## config.mk

```make
export PLATFORM = sky130hd
export DESIGN_NAME = ptw_ctrl
export DESIGN_NICKNAME = d
export VERILOG_FILES = /design/src/hw/rtl/ptw_pkg.sv /design/src/hw/rtl/ptw_ctrl.sv
export SDC_FILE = /design/constraint.sdc
export NUM_CORES = 1
export LEC_CHECK = 0
export ABC_AREA = 0
export BUFFER_PORTS_ARGS = -buffer_cell sky130_fd_sc_hd__buf_2
export CAP_MARGIN = 30
export CORE_ASPECT_RATIO = 1.4
export CORE_MARGIN = 5
export CORE_UTILIZATION = 49
export DETAILED_ROUTE_END_ITERATION = 12
export PLACE_DENSITY = 0.79
export SLEW_MARGIN = 15
export SYNTH_ARGS = -nofsm -noshare
export SYNTH_HDL_FRONTEND = slang
export SYNTH_SLANG_ARGS = --single-unit
```

## constraint.sdc

```tcl
create_clock -name clk -period 1.91 [get_ports clk]
set_input_delay 0.0955 -clock clk [delete_from_list [all_inputs] [get_ports clk]]
set_output_delay 0.0955 -clock clk [all_outputs]
set_load 0.02 [all_outputs]
```

## src/hw/rtl/ptw_pkg.sv

```systemverilog
// ============================================================================
// ptw_pkg - shared types for the page table walker
// Transaction payloads, controller states, and the command/status bundles
// that join the controller to the datapath.
// ============================================================================
package ptw_pkg;

    localparam int DEF_OFFSET_BITS    = 4;
    localparam int DEF_TABLE_LEVELS   = 4;
    localparam int DEF_PHYS_ADDR_BITS = 10;
    localparam int DEF_VIRT_ADDR_BITS = 20;
    localparam int DEF_WORD_BITS      = 32;

    typedef struct packed {
        logic               command;
        logic [23:0]        virtual_address;
        logic signed [31:0] write_value;
    } req_t;

    typedef struct packed {
        logic signed [31:0] read_value;
        logic               success;
    } rsp_t;

    localparam logic CMD_READ  = 1'b0;
    localparam logic CMD_WRITE = 1'b1;

    typedef enum logic [4:0] {
        ST_CLEAR,
        ST_IDLE,
        ST_CHECK,
        ST_W_RD,
        ST_W_CHK,
        ST_SC_ENTER,
        ST_Z_RD,
        ST_Z_CHK,
        ST_IT_RD,
        ST_IT_CHK,
        ST_RET,
        ST_LEAF_A,
        ST_LEAF_B,
        ST_DECIDE,
        ST_CP_RD,
        ST_CP_WR,
        ST_UNLINK,
        ST_FILL_RD,
        ST_FILL_WR,
        ST_LINK,
        ST_D_ACC,
        ST_D_RES,
        ST_DONE
    } ctl_state_t;

    // physical memory address source
    typedef enum logic [3:0] {
        PA_NONE,
        PA_ENTRY,
        PA_ZERO,
        PA_ITER,
        PA_PARENT,
        PA_NF,
        PA_LINK,
        PA_DATA,
        PA_CLEAR
    } phys_sel_t;

    // swap memory address source
    typedef enum logic [1:0] {
        SA_NONE,
        SA_OUT,
        SA_IN,
        SA_CLEAR
    } swap_sel_t;

    typedef enum logic [1:0] {
        RES_FAIL,
        RES_WRITE,
        RES_READ
    } res_sel_t;

    typedef struct packed {
        logic      load_in;
        logic      walk_init;
        logic      walk_adv;
        logic      adv_from_nf;
        logic      fault_init;
        logic      sc_enter;
        logic      push;
        logic      wc_inc;
        logic      mark_empty;
        logic      descend;
        logic      iter_miss;
        logic      pop;
        logic      leaf_a;
        logic      leaf_b;
        logic      decide;
        logic      clr_step;
        logic      set_res;
        res_sel_t  res_sel;
        logic      out_load;
        phys_sel_t phys_sel;
        logic      phys_we;
        swap_sel_t swap_sel;
        logic      swap_we;
    } ptw_cmd_t;

    typedef struct packed {
        logic clr_done;
        logic va_ok;
        logic is_write;
        logic next_nz;
        logic walk_last;
        logic at_leaf;
        logic not_forbid;
        logic rd_nz;
        logic wc_last;
        logic si_cur_last;
        logic si_up_last;
        logic sl_zero;
        logic empty_nz;
        logic room;
        logic out_free;
    } ptw_status_t;

endpackage

```

## src/hw/rtl/ptw_ctrl.sv

```systemverilog
// ============================================================================
// ptw_ctrl - walk / fault / scan sequencer
// Steps the datapath through the walk, the depth-first scan on a fault,
// frame replacement and the final data access.
// ============================================================================
module ptw_ctrl
    import ptw_pkg::*;
(
    input  logic        clk,
    input  logic        rst_n,
    input  logic        req_valid,
    output logic        req_ready,
    input  ptw_status_t st,
    output ptw_cmd_t    cmd
);

    ctl_state_t state_reg;
    ctl_state_t state_next;

    always_ff @(posedge clk or negedge rst_n)
    begin
        if (!rst_n)
        begin
            state_reg <= ST_CLEAR;
        end
        else
        begin
            state_reg <= state_next;
        end
    end

    always_comb
    begin
        cmd        = '0;
        req_ready  = 1'b0;
        state_next = state_reg;
        unique case (state_reg)
            ST_CLEAR:
            begin
                cmd.clr_step = 1'b1;
                cmd.phys_sel = PA_CLEAR;
                cmd.phys_we  = 1'b1;
                cmd.swap_sel = SA_CLEAR;
                cmd.swap_we  = 1'b1;
                if (st.clr_done)
                begin
                    state_next = ST_IDLE;
                end
            end
            ST_IDLE:
            begin
                req_ready = 1'b1;
                if (req_valid)
                begin
                    cmd.load_in = 1'b1;
                    state_next  = ST_CHECK;
                end
            end
            ST_CHECK:
            begin
                if (st.va_ok)
                begin
                    cmd.walk_init = 1'b1;
                    state_next    = ST_W_RD;
                end
                else
                begin
                    cmd.set_res = 1'b1;
                    cmd.res_sel = RES_FAIL;
                    state_next  = ST_DONE;
                end
            end
            ST_W_RD:
            begin
                cmd.phys_sel = PA_ENTRY;
                state_next   = ST_W_CHK;
            end
            ST_W_CHK:
            begin
                if (st.next_nz)
                begin
                    cmd.walk_adv = 1'b1;
                    state_next   = st.walk_last ? ST_D_ACC : ST_W_RD;
                end
                else
                begin
                    cmd.fault_init = 1'b1;
                    state_next     = ST_SC_ENTER;
                end
            end
            ST_SC_ENTER:
            begin
                cmd.sc_enter = 1'b1;
                priority if (st.at_leaf)
                begin
                    state_next = ST_LEAF_A;
                end
                else if (st.not_forbid)
                begin
                    state_next = ST_Z_RD;
                end
                else
                begin
                    cmd.push   = 1'b1;
                    state_next = ST_IT_RD;
                end
            end
            ST_Z_RD:
            begin
                cmd.phys_sel = PA_ZERO;
                state_next   = ST_Z_CHK;
            end
            ST_Z_CHK:
            begin
                priority if (st.rd_nz)
                begin
                    cmd.push   = 1'b1;
                    state_next = ST_IT_RD;
                end
                else if (st.wc_last)
                begin
                    cmd.mark_empty = 1'b1;
                    state_next     = ST_RET;
                end
                else
                begin
                    cmd.wc_inc = 1'b1;
                    state_next = ST_Z_RD;
                end
            end
            ST_IT_RD:
            begin
                cmd.phys_sel = PA_ITER;
                state_next   = ST_IT_CHK;
            end
            ST_IT_CHK:
            begin
                if (st.rd_nz)
                begin
                    cmd.descend = 1'b1;
                    state_next  = ST_SC_ENTER;
                end
                else
                begin
                    cmd.iter_miss = 1'b1;
                    state_next    = st.si_cur_last ? ST_RET : ST_IT_RD;
                end
            end
            ST_RET:
            begin
                if (st.sl_zero)
                begin
                    state_next = ST_DECIDE;
                end
                else
                begin
                    cmd.pop    = 1'b1;
                    state_next = st.si_up_last ? ST_RET : ST_IT_RD;
                end
            end
            ST_LEAF_A:
            begin
                cmd.leaf_a = 1'b1;
                state_next = ST_LEAF_B;
            end
            ST_LEAF_B:
            begin
                cmd.leaf_b = 1'b1;
                state_next = ST_RET;
            end
            ST_DECIDE:
            begin
                cmd.decide = 1'b1;
                priority if (st.empty_nz)
                begin
                    state_next = ST_UNLINK;
                end
                else if (st.room)
                begin
                    state_next = ST_FILL_RD;
                end
                else
                begin
                    state_next = ST_CP_RD;
                end
            end
            ST_CP_RD:
            begin
                cmd.phys_sel = PA_NF;
                state_next   = ST_CP_WR;
            end
            ST_CP_WR:
            begin
                cmd.swap_sel = SA_OUT;
                cmd.swap_we  = 1'b1;
                cmd.wc_inc   = 1'b1;
                state_next   = st.wc_last ? ST_UNLINK : ST_CP_RD;
            end
            ST_UNLINK:
            begin
                cmd.phys_sel = PA_PARENT;
                cmd.phys_we  = 1'b1;
                state_next   = ST_FILL_RD;
            end
            ST_FILL_RD:
            begin
                cmd.swap_sel = SA_IN;
                state_next   = ST_FILL_WR;
            end
            ST_FILL_WR:
            begin
                cmd.phys_sel = PA_NF;
                cmd.phys_we  = 1'b1;
                cmd.wc_inc   = 1'b1;
                state_next   = st.wc_last ? ST_LINK : ST_FILL_RD;
            end
            ST_LINK:
            begin
                cmd.phys_sel    = PA_LINK;
                cmd.phys_we     = 1'b1;
                cmd.walk_adv    = 1'b1;
                cmd.adv_from_nf = 1'b1;
                state_next      = st.walk_last ? ST_D_ACC : ST_W_RD;
            end
            ST_D_ACC:
            begin
                cmd.phys_sel = PA_DATA;
                if (st.is_write)
                begin
                    cmd.phys_we = 1'b1;
                    cmd.set_res = 1'b1;
                    cmd.res_sel = RES_WRITE;
                    state_next  = ST_DONE;
                end
                else
                begin
                    state_next = ST_D_RES;
                end
            end
            ST_D_RES:
            begin
                cmd.set_res = 1'b1;
                cmd.res_sel = RES_READ;
                state_next  = ST_DONE;
            end
            ST_DONE:
            begin
                if (st.out_free)
                begin
                    cmd.out_load = 1'b1;
                    state_next   = ST_IDLE;
                end
            end
            default:
            begin
                state_next = ST_CLEAR;
            end
        endcase
    end

endmodule

```

# After elaboration in Yosys (flattened, before gate mapping)
# Cells that the tools add are included.
[word_totals]
reg_bits = 5
input_bits = 18
out_inout_bits = 29
wordCells = 90
[op_classes]
eq_ne = 25
muxes = 58
n_reduce_logical = 6
[op_table]
columns = ["cell", "count"]
rows = [
  ["one-hot mux 5 bit (23 select lines)", 1],
  ["2-to-1 mux 5 bit", 11],
  ["== test 5 x 4 -> 1 bit (second input constant)", 8],
  ["== test 5 bit (second input constant)", 7],
  ["one-hot mux 4 bit (8 select lines)", 1],
  ["2-to-1 mux 1 bit", 27],
  ["== test 5 x 3 -> 1 bit (second input constant)", 4],
  ["2-to-1 mux 2 bit", 6],
  ["2-to-1 mux 4 bit", 3],
  ["== test 5 x 2 -> 1 bit (second input constant)", 2],
  ["2-to-1 mux 3 bit", 3],
  ["one-hot mux 3 bit (3 select lines)", 1],
  ["one-hot mux 1 bit (2 select lines)", 4],
  ["inequality test 2 bit (second input constant)", 3],
  ["one-hot mux 2 bit (3 select lines)", 1],
  ["OR reduction 2 bit", 3],
  ["== test 5 x 1 -> 1 bit (second input constant)", 1],
  ["zero test 5 bit", 1],
  ["OR reduction 4 bit", 1],
  ["AND reduction 3 bit", 1],
]

# Logic depth before layout (Yosys ltp)
# Gate-level depths: netlist (run 1).
[logic_depth]
ltp_word = 3
depth_mapped = 8

# Least setup slack after synthesis (run 1)
# No wires, ideal clock.
[synth_path]
path_type = "reg-to-output"
from = "reg state_reg[3]"
to = "out cmd[27] (netlist name)"
t_arrival_ns = 1.797
required_ns = 1.814
setup_slack_ns = 0.017
path_stages_with_launch = 6
n_path_buf = 2
path_cell_list = "dfrtp_1 buf_6 buf_2 or2_2 nor3_1 and2_1"
[synth_rtl]
columns = ["item", "line_no", "rtl"]
rows = [
  ["from (decl)", "ptw_ctrl.sv:17", "ctl_state_t state_reg;"],
  ["from (signal assigned)", "ptw_ctrl.sv:28", "state_reg <= state_next;"],
  ["to (decl)", "ptw_ctrl.sv:14", "output ptw_cmd_t cmd"],
]

==> metrics.txt, run 1 <==
depth of the worst register-to-register path 6; total number of clock tree sinks 5; largest area contributor in the netlist sky130_fd_sc_hd__dfrtp_1; clock tree from TritonCTS built; uppermost routed layer met4; sum of met2 wire segment lengths after detailed routing 2.094 mm; largest net degree at the start of global routing 35; combined flip-flop and latch cell area 127.6 sq um; number of DRC violations after detailed-routing iteration 0 83; number of endpoints failing setup at the final stage 0; non-filler instance count after layout between 200 and 300; detailed-route via count between 1000 and 1500; largest clock skew in the final design approximately 0.0054 ns; most instantiated flip-flop cell in the synthesis netlist sky130_fd_sc_hd__dfrtp_1; area share of the leading cell type in the synthesized netlist 10.21%; antenna violations before repair 0; via count of the first global-routing pass 1417; total clock buffers created by CTS 3; post-synthesis sequential area ratio around a tenth; slowest cell delay on critical path 0.46 ns; library cell with the highest instance count after synthesis sky130_fd_sc_hd__nor2_1; Routed WL per cell around 16 microns; maximum clock insertion buffer count 2; top post-synthesis cells by count sky130_fd_sc_hd__nor2_1, sky130_fd_sc_hd__nand2_1, sky130_fd_sc_hd__a21oi_1, sky130_fd_sc_hd__buf_6, sky130_fd_sc_hd__nor3_1; cell chain of the critical path buf_12 > buf_4 > or2_2 > nor3_2 > and2_1 > buf_2; synthesized flop and latch total 5; final hold violation count 0; Hold Path Origin st[10]; Multi-input gate area 938.4 sq um; Slowest-stage cell, CP sky130_fd_sc_hd__dfrtp_2; Vias per Instance approximately 5.8; IO Port Bufs between 40 and 50; Worst Tran Pin Value ~0.44 ns; number of nets with antenna violations after detailed routing 0; area of the core ~2400 sq um; setup repair after global routing missed its margin false; Global Route Usage Sum between 20% and 30%; total global routing overflow 0; routed length on met1 between 1.5 and 2 mm; crit path capture type output port; final net count about 240; Post-synth EDFFs 0; tightest slew margin relative to the limit 70.62%; Worst-path clk slew ~0.050 ns; critical path arrival about 1.7 ns; maximum clock frequency 543.8 MHz; sum of routed wire length over all layers about 4 mm; Worst Hold Path EP state_reg[4]; Crit Path Class flop to output port; routability cong. ~1.0; flip-flop count of the largest register, all copies and words added 5; depth of the CTS H-tree 1; clock insertion delay at the later pin of the skew report ~0.25 ns; path type of the worst min-delay path input pin to flop; worst hold path depth 3; global-route wire length before repair 6.617 mm; Cell Area, Synth around 1200 sq um; warning count from the yosys run 0; average instance area after synthesis between 7 and 8 sq um; fill cell count 220; Initial Util 51.23%; post-detailed-placement half-perimeter wirelength roughly 3.2 mm; count of inserted antenna diode cells 0; height of the chip a little under 70 microns; number of max-slew violations in the final report 0; slack of the worst reg-to-reg path approximately 0.21 ns; Worst EP required roughly 1.8 ns; Root Driver sky130_fd_sc_hd__clkbuf_4; number of nets produced by synthesis 187; remaining design rule violation count 0; cell count after placement 249; maximum capacitance violations 0; cells after synthesis about 170; Post-Route Setup TNS 0 ns; detailed route wirelength on metal3 228 microns; die area between 3000 and 4000 sq um; detailed-router iteration count before antenna repair 5; post-layout minimum cycle time between 1.5 and 2 ns; Netlist cell types 56; Worst R2R Start state_reg[4]; total power ~0.0027 W; total leakage power between 0.7 and 0.8 nW; status finished clean; leading cell types by total area after synthesis sky130_fd_sc_hd__dfrtp_1, sky130_fd_sc_hd__buf_6, sky130_fd_sc_hd__nor2_1; number of top-level design ports 47; proportion of synthesized flip-flops having asynchronous set or reset 100.0%; total power density per cell area around 1700 nW/um^2; highest fanout seen on the critical path 9; width of the chip around 52 microns; Period Utilization, post-route 96.28%; Reg-to-Reg End state_reg[1]; fraction of layout cells with a size suffix above 1 between 30% and 40%; Max VDD drop approximately 0.86 mV; Std-Cell Rows 21; type of origin of the critical path flop; synthesis-to-layout area growth 30.03%
cell type report:
type                            count  share of cell area, %
Timing Repair Buffer               66                  27.34
Multi-Input combinational cell    141                  58.92
Clock buffer                        4                  1.650
Tap cell                           34                  2.671
Inverter                            6                  1.414
Sequential cell                     5                  8.013
logic make-up after synthesis:
group	after synthesis	synth area share, %
buf+inv	23	14.30
flops	5	10.21
compound gates	48	28.30
simple gates	92	46.47
xor+xnor	1	0.7151
report_power, final:
group / leakage [nW] / total, W / switching [W] / internal (W)
clock network: 0.0150 / 0.000130 / 0.0000503 / 0.0000794
logic: 0.691 / 0.00232 / 0.00136 / 0.000965
registers: 0.0607 / 0.000225 / 0.0000595 / 0.000166
total: 0.766 / 0.00268 / 0.00147 / 0.00121
stage by stage:
stage          worst slack (ns)  utilization [%]  hold slack [ns]  instance area, sq um
4_1_cts                0.009703            65.25           0.1348                  1560
6_report                0.07110            66.61           0.1339                  1593
5_1_grt              0.00008649            66.61           0.1484                  1593
3_5_place_dp             0.2141            63.68         -0.08152                  1523
2_1_floorplan           0.01741                -          -0.2001                  1225
3_3_place_gp             0.2251            63.68         -0.08441                  1523
how the worst max path moves through the flow:
stage | end | cells after the start | startpoint | slack (ns)
after floorplan | cmd[27] | 5 | state_reg[3] | 0.02
after global placement | state_reg[0] | 6 | state_reg[1] | 0.23
after detailed placement | state_reg[0] | 6 | state_reg[1] | 0.21
after CTS | cmd[27] | 6 | state_reg[4] | 0.01
after global routing | cmd[27] | 6 | state_reg[4] | 0.00009
final | cmd[27] | 6 | state_reg[4] | 0.07
layer usage:
layer,up-vias,GRT usage [%]
li1,726,-
met1,687,28.76
met2,58,39.58
met3,10,2.371
met4,0,7.386
met5,-,0
timing repair:
action / in CTS / in global routing
setup buffers: 0 / 2
gates resized for setup: 1 / 5
hold endpoints to repair: 5 / 0
endpoints found under the setup margin: 1 / 8
pin swaps: 0 / 1
hold buffers: 1 / 0
cell usage in the layout, fill, tap and decap left out, types with 4 or more instances in the layout:
cell type                  count
sky130_fd_sc_hd__nor2_1       18
sky130_fd_sc_hd__buf_12        4
sky130_fd_sc_hd__o211ai_1      4
sky130_fd_sc_hd__nand3_1       4
sky130_fd_sc_hd__nor3_1        8
sky130_fd_sc_hd__buf_2        45
sky130_fd_sc_hd__nor4_1        4
sky130_fd_sc_hd__inv_1         6
sky130_fd_sc_hd__buf_4        16
sky130_fd_sc_hd__o21ai_0       5
sky130_fd_sc_hd__a21oi_1      12
sky130_fd_sc_hd__nor2b_1       7
sky130_fd_sc_hd__nand2_1      15
sky130_fd_sc_hd__nand2b_1      7
critical path, delay by kind of cell (launching register included):
family                 cells  cell delay (ns)
and+or+nand+nor            3             0.57
buffers and inverters      3             0.47
DFF                        1             0.46
Note: power is estimated with default switching activity, not from simulation.
==> run 2: changes to the inputs <==
==> constraint.sdc (replaced) <==
create_clock -name clk -period 2 [get_ports clk]
set_input_delay 0.1 -clock clk [delete_from_list [all_inputs] [get_ports clk]]
set_output_delay 0.1 -clock clk [all_outputs]
set_load 0.02 [all_outputs]
==> metrics.txt, run 2 (synthesis gave the netlist of run 1 again) <==
clock group share of total power 5.0% (+0.2 points); largest net degree at the start of global routing 22 (-37%); Crit Path Class flop to output port; crit path capture type output port; tightest slew margin relative to the limit 67.63% (-3.0 points); height of the chip 69.16 microns (unchanged); total leakage power 0.7490 nW (-2.3%); antenna violations before repair 0 (unchanged); maximum clock insertion buffer count 2 (unchanged); Root Driver sky130_fd_sc_hd__clkbuf_4; setup repair after global routing missed its margin false; Slowest-stage cell, CP sky130_fd_sc_hd__dfrtp_1; Period Utilization, post-route between 90% and 100%; final hold violation count 0 (unchanged); final worst-path setup slack 0.1264 ns (+0.05532 ns); area of the core 2391 sq um (unchanged); critical path arrival 1.77 ns (+0.03 ns); part of the power in registers 10.3% (+1.9 points); clock tree from TritonCTS built; detailed-route via count 1505 (+1.6%); switching component of the power 0.001399 W (-4.7%); Gate power share 84.6% (-2.1 points); Vias per Instance 5.902 (+2.0%); routability cong. 1.039 (+4.1%); Max VDD drop 0.8866 mV (+2.8%); type of origin of the critical path flop; total clock buffers created by CTS 3 (unchanged); Post-Route Setup TNS 0 ns (unchanged); number of nets with antenna violations after detailed routing 0 (unchanged); total power density per cell area 1597 nW/um^2 (-5.0%); synthesis-to-layout area growth 25.43%; path type of the worst min-delay path input pin to flop; switching share of total power 56.98% (+2.2 points); total number of clock tree sinks 5 (unchanged); clock insertion delay at the later pin of the skew report 0.26 ns (about the same); die area 3614 sq um (unchanged); number of top-level design ports 47 (unchanged); DP Area 1493 sq um (-2.0%); detailed-router iteration count before antenna repair 5 (unchanged); Initial Util 51.23% (unchanged); sum of routed wire length over all layers 4.052 mm (+1.9%); Worst-path clk slew 0.05 ns (about the same); remaining design rule violation count 0 (unchanged); total global routing overflow 0 (unchanged); IO Port Bufs 46 (unchanged); Global Route Usage Sum 22.77% (-0.15 points); commonest cells after routing, fill and taps aside sky130_fd_sc_hd__buf_2, sky130_fd_sc_hd__nor2_1, sky130_fd_sc_hd__buf_4; smallest hold slack 0.1505 ns (+0.01659 ns); cell chain of the critical path buf_4 > nor2b_1 > o211ai_1 > a21oi_1 > buf_2; Std-Cell Rows 21 (unchanged); maximum clock frequency approximately 530 MHz; maximum capacitance violations 0 (unchanged); Worst Tran Pin Value 0.4788 ns (+0.04202 ns); worst slack, placed 0.1531 ns (-0.06101 ns); post-route standard cell area excluding fillers 1536 sq um (-3.5%); status finished clean; most frequent standard cell in the layout excluding fill and tap cells sky130_fd_sc_hd__buf_2; via count of the first global-routing pass 1418 (+0.071%); Worst EP required 1.90 ns (+0.09 ns); fill cell count 229 (+4.1%); depth of the CTS H-tree 1 (unchanged); fraction of layout cells with a size suffix above 1 37.10% (-1.2 points); number of DRC violations after detailed-routing iteration 0 76 (-8.4%); Routed WL per cell 15.89 microns (+2.3%); total power 0.002454 W (-8.4%); number of endpoints failing setup at the final stage 0 (unchanged); CP top delay family compound AO/OA/AOI/OAI gates; slowest cell delay on critical path 0.38 ns (-0.08 ns); count of inserted antenna diode cells 0 (unchanged); flip-flop count of the largest register, all copies and words added 5 (unchanged); number of max-slew violations in the final report 0 (unchanged); cell-internal power 0.001056 W (-13%); post-layout minimum cycle time between 1.5 and 2 ns; width of the chip 52.26 microns (unchanged); global-route wire length before repair 6.506 mm (-1.7%); largest clock skew in the final design 0.007135 ns (+0.001689 ns); highest fanout seen on the critical path 8 (-1); final net count 240 (-0.41%); number of buffer and inverter instances along the worst setup path 2 (-1); post-detailed-placement half-perimeter wirelength 3.178 mm (+0.48%)
[run 2: cell count changes in the layout (fill, tap and decap cells not counted), sizes merged]
cell  delta
buf      -1
[run 2: metrics by stage]
step           std cells  utilization (%)
2_1_floorplan        169                -
3_3_place_gp         250            62.43
3_5_place_dp         250            62.43
4_1_cts              255            64.00
5_1_grt              255            64.26
6_report             255            64.26
[run 2: what timing repair did]
item,in CTS,in global routing
hold endpoints to repair,5,0
setup endpoints to repair,1,1
setup buffers,0,0
pin swaps,0,0
gates cloned,0,0
gates resized for setup,1,2
hold buffers,1,0
[run 2: final cells by class]
cell class	instances	area, sq um	area share (%)
tap	34	42.54	2.769
timing repair buffer	65	387.9	25.24
multi-input combinational	141	929.6	60.51
clock buffer	4	26.28	1.710
inverter	6	22.52	1.466
sequential	5	127.6	8.306
[run 2: power by group through the flow]
| stage | Sequential (W) | Clock [W] | Combinational [W] |
|---|---|---|---|
| finish | 0.000254 | 0.000123 | 0.00208 |
| global route | 0.000265 | 0.000131 | 0.00221 |
| CTS | 0.000250 | 0.000124 | 0.00204 |
| detailed placement | 0.000249 | 0 | 0.00203 |
| global placement | 0.000244 | 0 | 0.00202 |
| floorplan | 0.000189 | 0 | 0.00160 |
[run 2: worst register-to-register path, cell delays in order, from the launching register on]
cell and delay [ns]:
sky130_fd_sc_hd__dfrtp_2 0.48, sky130_fd_sc_hd__nand2b_1 0.39, sky130_fd_sc_hd__a211oi_1 0.13, sky130_fd_sc_hd__a21o_1 0.19
sky130_fd_sc_hd__o41ai_2 0.32, sky130_fd_sc_hd__nand2b_1 0.08
[run 2: final timing paths]
kind,startpoint,end,slack [ns],cells past startpoint
worst min register to register,state_reg[3],state_reg[1],0.89,3
worst max register to register,state_reg[3],state_reg[0],0.30,5
worst min-delay path,st[10],state_reg[4],0.15,3
min in group asynchronous,rst_n,state_reg[4],0.18,2
max in group asynchronous,rst_n,state_reg[3],1.66,2
worst max-delay path,state_reg[4],cmd[20],0.13,5
[run 2: layer usage]
metal	part of all wire [%]	vias up	track usage, %
li1	-	725	-
met5	0	-	0
met1	37	691	26.74
met2	53	80	38.88
met4	2.1	0	8.807
met3	8.3	9	4.957
